**src/rtl/rmfh_pkg.sv**
```systemverilog
package rmfh_pkg;

   localparam int THREADS_DEF    = 16;
   localparam int DEPTH_BITS_DEF = 16;
   localparam int TID_W          = 4;
   localparam int DEPTH_NOW_W    = 16;

   typedef enum logic {
      OP_LOCK   = 1'b0,
      OP_UNLOCK = 1'b1
   } op_type;

   typedef enum logic [2:0] {
      ST_GRANTED   = 3'd0,
      ST_NESTED    = 3'd1,
      ST_FAILED    = 3'd2,
      ST_QUEUED    = 3'd3,
      ST_NOT_OWNER = 3'd4,
      ST_HELD      = 3'd5,
      ST_FREED     = 3'd6,
      ST_FULL      = 3'd7
   } status_type;

   typedef struct packed {
      op_type             op;
      logic [TID_W-1:0]   thread_id;
      logic               wait_req;
   } req_type;

   typedef struct packed {
      status_type               status;
      logic                     woken_valid;
      logic [TID_W-1:0]         woken_thread;
      logic [DEPTH_NOW_W-1:0]   depth_now;
   } rsp_type;

endpackage

```
**src/rtl/rmfh_ram.sv**
```systemverilog
module rmfh_ram #(
   parameter int WIDTH = 4,
   parameter int DEPTH = 16
) (
   input  logic                       clock,
   input  logic                       wr_en,
   input  logic [$clog2(DEPTH)-1:0]   wr_addr,
   input  logic [WIDTH-1:0]           wr_data,
   input  logic [$clog2(DEPTH)-1:0]   rd_addr,
   output logic [WIDTH-1:0]           rd_data
);

   logic [WIDTH-1:0] mem [DEPTH];

   // Read returns the old contents when both ports hit the same entry.
   always_ff @(posedge clock) begin
      if (wr_en) begin
         mem[wr_addr] <= wr_data;
      end
      rd_data <= mem[rd_addr];
   end

endmodule

```
**src/rtl/recursive_mutex_fifo_handoff_core.sv**
```systemverilog
// Channel   Direction  Handshake                 Payload
// request   in         start, busy               req_data  (op, thread_id, wait_req)
// result    out        rsp_valid (one cycle)     rsp_data  (status, woken_thread, ...)
//
// Every request is accepted in the cycle it is presented; busy stays low.
// The registered result shows in the next cycle for exactly one cycle, one per request.
// State lives in flip-flops and the waiter queue RAM; the queue head is prefetched
// so that a handoff need not wait for a RAM read. The receiver cannot stall the block.
// Reset is synchronous and frees the mutex and empties the queue at once.
module recursive_mutex_fifo_handoff_core #(
   parameter int THREADS    = rmfh_pkg::THREADS_DEF,
   parameter int DEPTH_BITS = rmfh_pkg::DEPTH_BITS_DEF
) (
   input  logic              clock,
   input  logic              reset,
   input  logic              start,
   output logic              busy,
   input  rmfh_pkg::req_type req_data,
   output logic              rsp_valid,
   output rmfh_pkg::rsp_type rsp_data
);

   import rmfh_pkg::*;

   localparam int PTR_W = $clog2(THREADS);
   localparam int CNT_W = $clog2(THREADS + 1);

   logic                    held_ff, held_in;
   logic [TID_W-1:0]        owner_ff, owner_in;
   logic [DEPTH_BITS-1:0]   depth_ff, depth_in;
   logic [PTR_W-1:0]        head_ff, head_in;
   logic [PTR_W-1:0]        tail_ff, tail_in;
   logic [CNT_W-1:0]        count_ff, count_in;
   logic                    bypass_ff, bypass_in;
   logic [TID_W-1:0]        bypass_tid_ff;
   logic                    rsp_valid_ff;
   rsp_type                 rsp_ff, rsp_in;

   logic                    accept;
   logic                    push;
   logic [TID_W-1:0]        ram_q;
   logic [TID_W-1:0]        head_tid;
   logic [DEPTH_BITS-1:0]   depth_dec;
   logic [31:0]             depth_wide;

   assign busy   = 1'b0;
   assign accept = start && !busy;

   // An entry written into an empty queue lands at the head while the RAM still
   // returns the old word, so it is forwarded for the following cycle.
   assign head_tid  = bypass_ff ? bypass_tid_ff : ram_q;
   assign depth_dec = depth_ff - DEPTH_BITS'(1);

   rmfh_ram #(
      .WIDTH (TID_W),
      .DEPTH (THREADS)
   ) u_waiters (
      .clock   (clock),
      .wr_en   (push),
      .wr_addr (tail_ff),
      .wr_data (req_data.thread_id),
      .rd_addr (head_in),
      .rd_data (ram_q)
   );

   always_comb begin
      held_in  = held_ff;
      owner_in = owner_ff;
      depth_in = depth_ff;
      head_in  = head_ff;
      tail_in  = tail_ff;
      count_in = count_ff;
      push     = 1'b0;
      rsp_in.status       = ST_NOT_OWNER;
      rsp_in.woken_valid  = 1'b0;
      rsp_in.woken_thread = '0;

      if (accept) begin
         if (req_data.op == OP_LOCK) begin
            if (held_ff && req_data.thread_id == owner_ff) begin
               if (depth_ff != '1) begin
                  depth_in = depth_ff + DEPTH_BITS'(1);
               end
               rsp_in.status = ST_NESTED;
            end else if (!held_ff) begin
               held_in       = 1'b1;
               owner_in      = req_data.thread_id;
               depth_in      = DEPTH_BITS'(1);
               rsp_in.status = ST_GRANTED;
            end else if (!req_data.wait_req) begin
               rsp_in.status = ST_FAILED;
            end else if (count_ff == CNT_W'(THREADS)) begin
               rsp_in.status = ST_FULL;
            end else begin
               push          = 1'b1;
               tail_in       = (tail_ff == PTR_W'(THREADS - 1)) ? '0 : tail_ff + PTR_W'(1);
               count_in      = count_ff + CNT_W'(1);
               rsp_in.status = ST_QUEUED;
            end
         end else if (held_ff && req_data.thread_id == owner_ff) begin
            if (depth_dec != '0) begin
               depth_in      = depth_dec;
               rsp_in.status = ST_HELD;
            end else if (count_ff != '0) begin
               head_in             = (head_ff == PTR_W'(THREADS - 1)) ? '0
                                                                      : head_ff + PTR_W'(1);
               count_in            = count_ff - CNT_W'(1);
               owner_in            = head_tid;
               depth_in            = DEPTH_BITS'(1);
               rsp_in.status       = ST_HELD;
               rsp_in.woken_valid  = 1'b1;
               rsp_in.woken_thread = head_tid;
            end else begin
               held_in       = 1'b0;
               owner_in      = '0;
               depth_in      = '0;
               rsp_in.status = ST_FREED;
            end
         end
      end

      depth_wide       = 32'(depth_in);
      rsp_in.depth_now = depth_wide[DEPTH_NOW_W-1:0];
      bypass_in        = push && (count_ff == '0);
   end

   always_ff @(posedge clock) begin
      if (reset) begin
         held_ff      <= 1'b0;
         owner_ff     <= '0;
         depth_ff     <= '0;
         head_ff      <= '0;
         tail_ff      <= '0;
         count_ff     <= '0;
         bypass_ff    <= 1'b0;
         rsp_valid_ff <= 1'b0;
      end else begin
         held_ff      <= held_in;
         owner_ff     <= owner_in;
         depth_ff     <= depth_in;
         head_ff      <= head_in;
         tail_ff      <= tail_in;
         count_ff     <= count_in;
         bypass_ff    <= bypass_in;
         rsp_valid_ff <= accept;
      end
      bypass_tid_ff <= req_data.thread_id;
      if (accept) begin
         rsp_ff <= rsp_in;
      end
   end

   assign rsp_valid = rsp_valid_ff;
   assign rsp_data  = rsp_ff;

endmodule
```
**config.mk**
```make
export PLATFORM = sky130hd
export DESIGN_NAME = recursive_mutex_fifo_handoff_core
export DESIGN_NICKNAME = d
export VERILOG_FILES = /design/src/rtl/rmfh_pkg.sv /design/src/rtl/rmfh_ram.sv /design/src/rtl/recursive_mutex_fifo_handoff_core.sv
export SDC_FILE = /design/constraint.sdc
export NUM_CORES = 1
export LEC_CHECK = 0
export ABC_AREA = 1
export ABC_CLOCK_PERIOD_IN_PS = 3140
export BUFFER_PORTS_ARGS = -buffer_cell sky130_fd_sc_hd__buf_2
export CAP_MARGIN = 20
export CELL_PAD_IN_SITES_DETAIL_PLACEMENT = 1
export CELL_PAD_IN_SITES_GLOBAL_PLACEMENT = 2
export CORE_MARGIN = 2
export CORE_UTILIZATION = 39
export CTS_BUF_LIST = sky130_fd_sc_hd__clkbuf_8
export DETAILED_ROUTE_END_ITERATION = 8
export GPL_TIMING_DRIVEN = 0
export PLACE_DENSITY_LB_ADDON = 0.1
export SLEW_MARGIN = 0
export SYNTH_ARGS = -nofsm -noshare
export SYNTH_HDL_FRONTEND = slang
export SYNTH_SLANG_ARGS = --single-unit
```
**constraint.sdc**
```tcl
create_clock -name clock -period 3.14 [get_ports clock]
set_clock_uncertainty 0.1 [all_clocks]
set_input_delay 0.628 -clock clock [delete_from_list [all_inputs] [get_ports clock]]
set_output_delay 0.628 -clock clock [all_outputs]
set_load 0.05 [all_outputs]
```
**After elaboration in Yosys (flattened, before gate mapping)**

Memories as Yosys holds them, arrays and structs flattened. A register that Yosys moved wholly into a read port is not among the register bits.
Cells that the tools add are included.

- Memories kept: 1
- Word-level logic and storage cells: 102
- Input port bits: 9
- Bits in latches: 0
- RAM bits: 64
- Output and inout port bits: 26
- Flip-flop bits (word level): 64
- Bits in read-only memories: 0

- Add/sub/neg operators: 6
- Reduce and logical (&&, ||, !) cells: 13
- Eq/ne operators: 12
- $lt $le $gt $ge: 0
- Multipliers: 0
- Bitwise operators: 4
- Mux-type cells: 53
- Shift-type cells: 0
- Divide/modulo/power cells: 0

Memories:

| name | words | bits a word | rd ports | clocked after Yosys merged registers in | wr ports | RTL line | RTL |
|---|---|---|---|---|---|---|---|
| u_waiters.mem | 16 | 4 | 1 | 1 | 1 | rmfh_ram.sv:13 | `logic [WIDTH-1:0] mem [DEPTH];` |

Operators with widths:

| operator | count |
|---|---|
| $mux 16 | 7 |
| $mux 4 | 14 |
| $mux 5 | 10 |
| $add 16x1->16 const B | 1 |
| $ne 16x16->1 const B | 1 |
| $reduce_bool 16->1 | 1 |
| $sub 16x1->16 const B | 1 |
| $mux 3 | 5 |
| $mux 1 | 14 |
| $ne 2x2->1 const B | 5 |
| $reduce_and 5->1 | 2 |
| $add 4x1->4 const B | 2 |
| $eq 4x4->1 const B | 2 |
| $mux 8 | 1 |
| $reduce_and 8->1 | 1 |
| $reduce_and 6->1 | 1 |
| $add 5x1->5 const B | 1 |
| $eq 5x5->1 const B | 1 |
| $logic_not 5->1 | 1 |
| $reduce_bool 5->1 | 1 |
| $sub 5x1->5 const B | 1 |
| $eq 4x4->1 | 1 |
| $mux 2 | 2 |
| $ne 2x1->1 const B | 2 |
| 5 further kinds | 10 |

**Depth between registers and ports, before layout**

- Depth in word-level cells: 9
- Depth in mapped cells: 23
- Gate-level depth less buffers: 21

**Cells and area by module**

Synthesis repeated with hierarchy kept, for this count alone.

- Cell total of the unflattened synthesis: 894
- Area total of the unflattened synthesis: 7180.6 sq um

By module, submodules not included:

| module | cells an instance | instances | area an instance (sq um) | sequential area each (sq um) |
|---|---|---|---|---|
| recursive_mutex_fifo_handoff_core | 604 | 1 | 4214.0 | 1521.5 |
| rmfh_ram | 290 | 1 | 2966.6 | 2001.9 |

**Worst setup path before layout**

No wires, ideal clock.

- Kind: input to register
- Start point: input req_data[1] in the netlist's numbering
- End point: memory u_waiters.mem[7][0], enable pin
- Stages on the path: 9
- Arrival time: 2237 ps
- Setup time: 361 ps
- Slack: 442 ps
- Buffers on the path: 1
- Cells stage by stage: xor2_1 a21oi_1 and2_1 nand2_1 clkbuf_1 nand2_1 nor2_1 nand2_1 nor3_1

- Longest elaborated chain between the ends: 7

RTL lines:

| what | RTL line | RTL |
|---|---|---|
| start, declared | recursive_mutex_fifo_handoff_core.sv:18 | `input rmfh_pkg::req_type req_data,` |
| $eq 4x4->1 | recursive_mutex_fifo_handoff_core.sv:80 | `if (held_ff && req_data.thread_id == owner_ff) begin` |
| $logic_and 1x1->1 | recursive_mutex_fifo_handoff_core.sv:80 |  |
| $mux 1 | recursive_mutex_fifo_handoff_core.sv:80 |  |
| $mux 1 | recursive_mutex_fifo_handoff_core.sv:79 | `if (req_data.op == OP_LOCK) begin` |
| $mux 1 | recursive_mutex_fifo_handoff_core.sv:78 | `if (accept) begin` |
| $mux 1 | rmfh_ram.sv:17 | `if (wr_en) begin` |
| $mux 1 (implied by the code) | rmfh_ram.sv:18 | `mem[wr_addr] <= wr_data;` |
| end, declared | rmfh_ram.sv:13 |  |

Every way passes these cells.

**Worst setup path after layout**

- Start point: register depth_ff[2]
- End point: register rsp_ff (netlist bit rsp_data[5]) (data pin)

- Longest elaborated chain between the ends: 6

RTL lines:

| what | RTL line | RTL |
|---|---|---|
| start, declared | recursive_mutex_fifo_handoff_core.sv:30 | `logic [DEPTH_BITS-1:0] depth_ff, depth_in;` |
| start signal, assigned | recursive_mutex_fifo_handoff_core.sv:140 | `depth_ff <= depth_in;` |
| $sub 16x1->16 | recursive_mutex_fifo_handoff_core.sv:52 | `assign depth_dec = depth_ff - DEPTH_BITS'(1);` |
| $reduce_bool 16->1 | recursive_mutex_fifo_handoff_core.sv:101 | `if (depth_dec != '0) begin` |
| $mux 16 | recursive_mutex_fifo_handoff_core.sv:101 |  |
| $mux 16 | recursive_mutex_fifo_handoff_core.sv:100 | `end else if (held_ff && req_data.thread_id == owner_ff) begin` |
| $mux 16 * | recursive_mutex_fifo_handoff_core.sv:79 |  |
| $mux 16 * | recursive_mutex_fifo_handoff_core.sv:78 |  |
| named net depth_in[5] | recursive_mutex_fifo_handoff_core.sv:30 |  |
| end signal, assigned | recursive_mutex_fifo_handoff_core.sv:149 | `rsp_ff <= rsp_in;` |
| end, declared | recursive_mutex_fifo_handoff_core.sv:37 | `rsp_type rsp_ff, rsp_in;` |

The timed path passes the listed nets; every way through them passes the cells marked *.
A chain may end at the register's enable or synchronous reset.

==> run metrics <==
status complete, no violations; crit path max fanout 7; Post-Syn Area 7060 µm²; NetSw 0.00118 W; Gate power share 0.113; DRT antenna net count 0; worst min-delay path category in -> reg; total power between 0.003 and 0.004 W; Worst EP required 3.24 ns; H-tree Lvls 4; nets 946; sequential power share 0.496; CTS root buffer clkbuf_8; n_diodes 0; P&R area growth vs syn 14.9%; CTS Sinks 132; Synth Warn # 0; CP Launch Type register; die height about 140 µm; hpwl dp about 16 mm; global-route wire length before repair 35.4 mm; syn nets 887; clock-pin transition on the worst setup and hold timing paths 0.09 ns; Clock power frac 0.391; Core Rows 49; Slew headroom 0.417; Core ar. 17800 µm²; Tcrit/Tclk final 0.929; pin count of the biggest net entering global routing 27; DR DRC count 0; Pwr Density between 400 and 500 nW/µm²; flops & latches, synth 132; gp weighted congestion 0.894; post-synthesis sequential area ratio 0.499; setup TNS 0 ns; Setup crit end kind register; Initial Utilization 0.396; Total Wirelength around 23 mm; VDD IR max between 0.2 and 0.3 mV; Initial DRC Count 335; Global Route Usage Sum 0.238; GRT overflow 0; number of antenna violations at the first check in global routing 0; port buffer count 32; Avg Cell Area, Syn 8.17 µm²; FMAX 0.343 GHz; CTS tree done; DIE WIDTH 139 µm; final hold violation count 0; die area approximately 19000 µm²; Final Max Slew Viols 0; routed len/inst 19.4 µm; TritonCTS buffer count 17; via count 6211; Max Root-Sink Buffers 2; Synth Instances 864; kind of critical path reg -> reg; Synth cell types 46; Static Leak approximately 3.6 nW; Worst Max-Slew Pin Slew 0.874 ns; CP arrival 3.01 ns; Vias/cell 5.33; clock latency on the worst-skew pair roughly 0.47 ns; Tmin final 2.92 ns; layout cells sized above 1 0.158; vias in the first global route ~6400; I/O pins 35; First-pass DRT Iterations 5; Max-Cap Viols 0; Sw Share 0.307; cell internal pwr 0.00266 W; Final setup viols 0
[sequential cells by signal, summed over array words and instances, names as in the netlist]
name               count
rsp_data              24
held_ff                1
owner_ff               4
u_waiters.mem         64
bypass_tid_ff          4
u_waiters.rd_data      4
bypass_ff              1
tail_ff                4
rsp_valid              1
head_ff                4
depth_ff              16
count_ff               5
[path summary, 6_finish.rpt]
kind                                 start                       end  slack, ns  depth (start not counted)
hold / removal                 req_data[4]  bypass_tid_ff[3]$_DFF_P_       0.29                          1
setup reg to reg    depth_ff[2]$_SDFF_PP0_     rsp_data[5]$_DFFE_PP_       0.22                         11
setup / recovery    depth_ff[2]$_SDFF_PP0_     rsp_data[5]$_DFFE_PP_       0.22                         11
hold reg to reg   owner_ff[0]$_SDFFE_PP0P_  owner_ff[0]$_SDFFE_PP0P_       0.38                          2
[routing by layer]
layer,wire length (µm),up-vias,GRT usage
li1,-,2967,-
met1,10900,3066,0.345
met2,10200,145,0.367
met3,1020,33,0.0394
met4,427,0,0.0763
met5,0,-,0
[critical path, stage by stage (launching register included)]
cell and delay [ns]:
dfxtp_1 0.54, nand3_1 0.24, inv_1 0.10, nand4_1 0.25
nor2_1 0.25, nand2_1 0.10, nand2_1 0.23, nor2_1 0.16
nand4_1 0.16, nor3_1 0.08, or2_2 0.28, o2bb2ai_1 0.16
[final cells by class]
| type | instances | area (µm²) |
|---|---|---|
| Tap cell | 229 | 287 |
| Clock inverter | 15 | 166 |
| Fill cell | 2188 | 9730 |
| Inverter | 138 | 524 |
| Sequential cell | 132 | 3530 |
| Clock buffer | 17 | 234 |
| Timing Repair Buffer | 40 | 236 |
| Multi-Input combinational cell | 565 | 2950 |
| Buffer | 29 | 180 |
[power by group through the flow]
stage	combinational (W)	clock [W]	sequential, W
2_1_floorplan	0.000213	0	0.00200
3_3_place_gp	0.000398	0	0.00194
3_5_place_dp	0.000411	0	0.00194
4_1_cts	0.000417	0.00151	0.00190
5_1_grt	0.000473	0.00159	0.00191
6_report	0.000433	0.00150	0.00190
[through the flow]
step | hold WS (ns) | std cells | utilization | cell area [µm²] | worst slack, ns
6_report | 0.290 | 1165 | 0.455 | 8110 | 0.223
5_1_grt | 0.283 | 1165 | 0.455 | 8110 | -0.00411
4_1_cts | 0.375 | 1160 | 0.447 | 7980 | 0.0166
3_5_place_dp | 0.362 | 1125 | 0.421 | 7510 | -1.07
3_3_place_gp | 0.346 | 1125 | 0.421 | 7510 | -1.02
2_1_floorplan | 0.336 | 864 | - | 7060 | 0.442
[cells in the mapped netlist (all sizes together)]
cell,instances,area share
a21oi,44,0.031
buf,15,0.015
clkinv,2,0.0011
or2,3,0.0027
o22ai,1,0.00089
nand2,193,0.11
nand3,111,0.079
o2bb2ai,1,0.0012
a211oi,1,0.0011
a31o,1,0.0012
nor2,84,0.053
conb,1,0.00053
clkbuf,14,0.0074
o31ai,2,0.0021
a31oi,1,0.00089
edfxtp,88,0.37
xnor2,1,0.0012
inv,136,0.072
nand4,13,0.015
and2,2,0.0018
nor3b,1,0.0011
xor2,10,0.012
nand3b,8,0.0085
a22o,3,0.0037
nor4,2,0.0018
mux2i,1,0.0014
o211ai,6,0.0064
dfxtp,44,0.12
a22oi,3,0.0032
ha,13,0.023
o21ai,46,0.033
o221ai,1,0.0012
fa,1,0.0028
nor3,11,0.0078
[what timing repair did]
action,CTS,global route
setup buffers,3,5
pin swaps,2,8
hold buffers,0,0
gates resized for setup,19,33
endpoints found under the setup margin,83,87
[cells in the final DEF (no fill, tap or decap), drive strengths merged, types with 2 or more instances in the layout]
cell type | synthesis | routed
nand2 | 193 | 193
inv | 136 | 144
nand3 | 111 | 111
edfxtp | 88 | 88
nor2 | 84 | 84
buf | 15 | 54
o21ai | 46 | 46
a21oi | 44 | 44
dfxtp | 44 | 44
clkbuf | 14 | 32
ha | 13 | 13
nand4 | 13 | 13
nor3 | 11 | 11
xor2 | 10 | 10
nand3b | 8 | 8
o211ai | 6 | 6
clkinv | 2 | 5
or2 | 3 | 3
a22oi | 3 | 3
a22o | 3 | 3
clkinvlp | 0 | 3
and2 | 2 | 2
nor4 | 2 | 2
o31ai | 2 | 2
[logic make-up (layout without fill, tap and decap cells)]
| family | count (synthesis) | in the layout | synth area share |
|---|---|---|---|
| buffers and inverters | 167 | 239 | 0.0957 |
| DFF | 132 | 132 | 0.499 |
| other | 1 | 1 | 0.000531 |
| xor gates and xnor gates | 11 | 11 | 0.0136 |
| adders and majority gates | 14 | 14 | 0.0259 |
| AOI/OAI and AO/OA | 110 | 110 | 0.0863 |
| muxes | 1 | 1 | 0.00142 |
| and+or+nand+nor | 428 | 428 | 0.277 |
No activity file was read; power rests on OpenSTA's default activity.
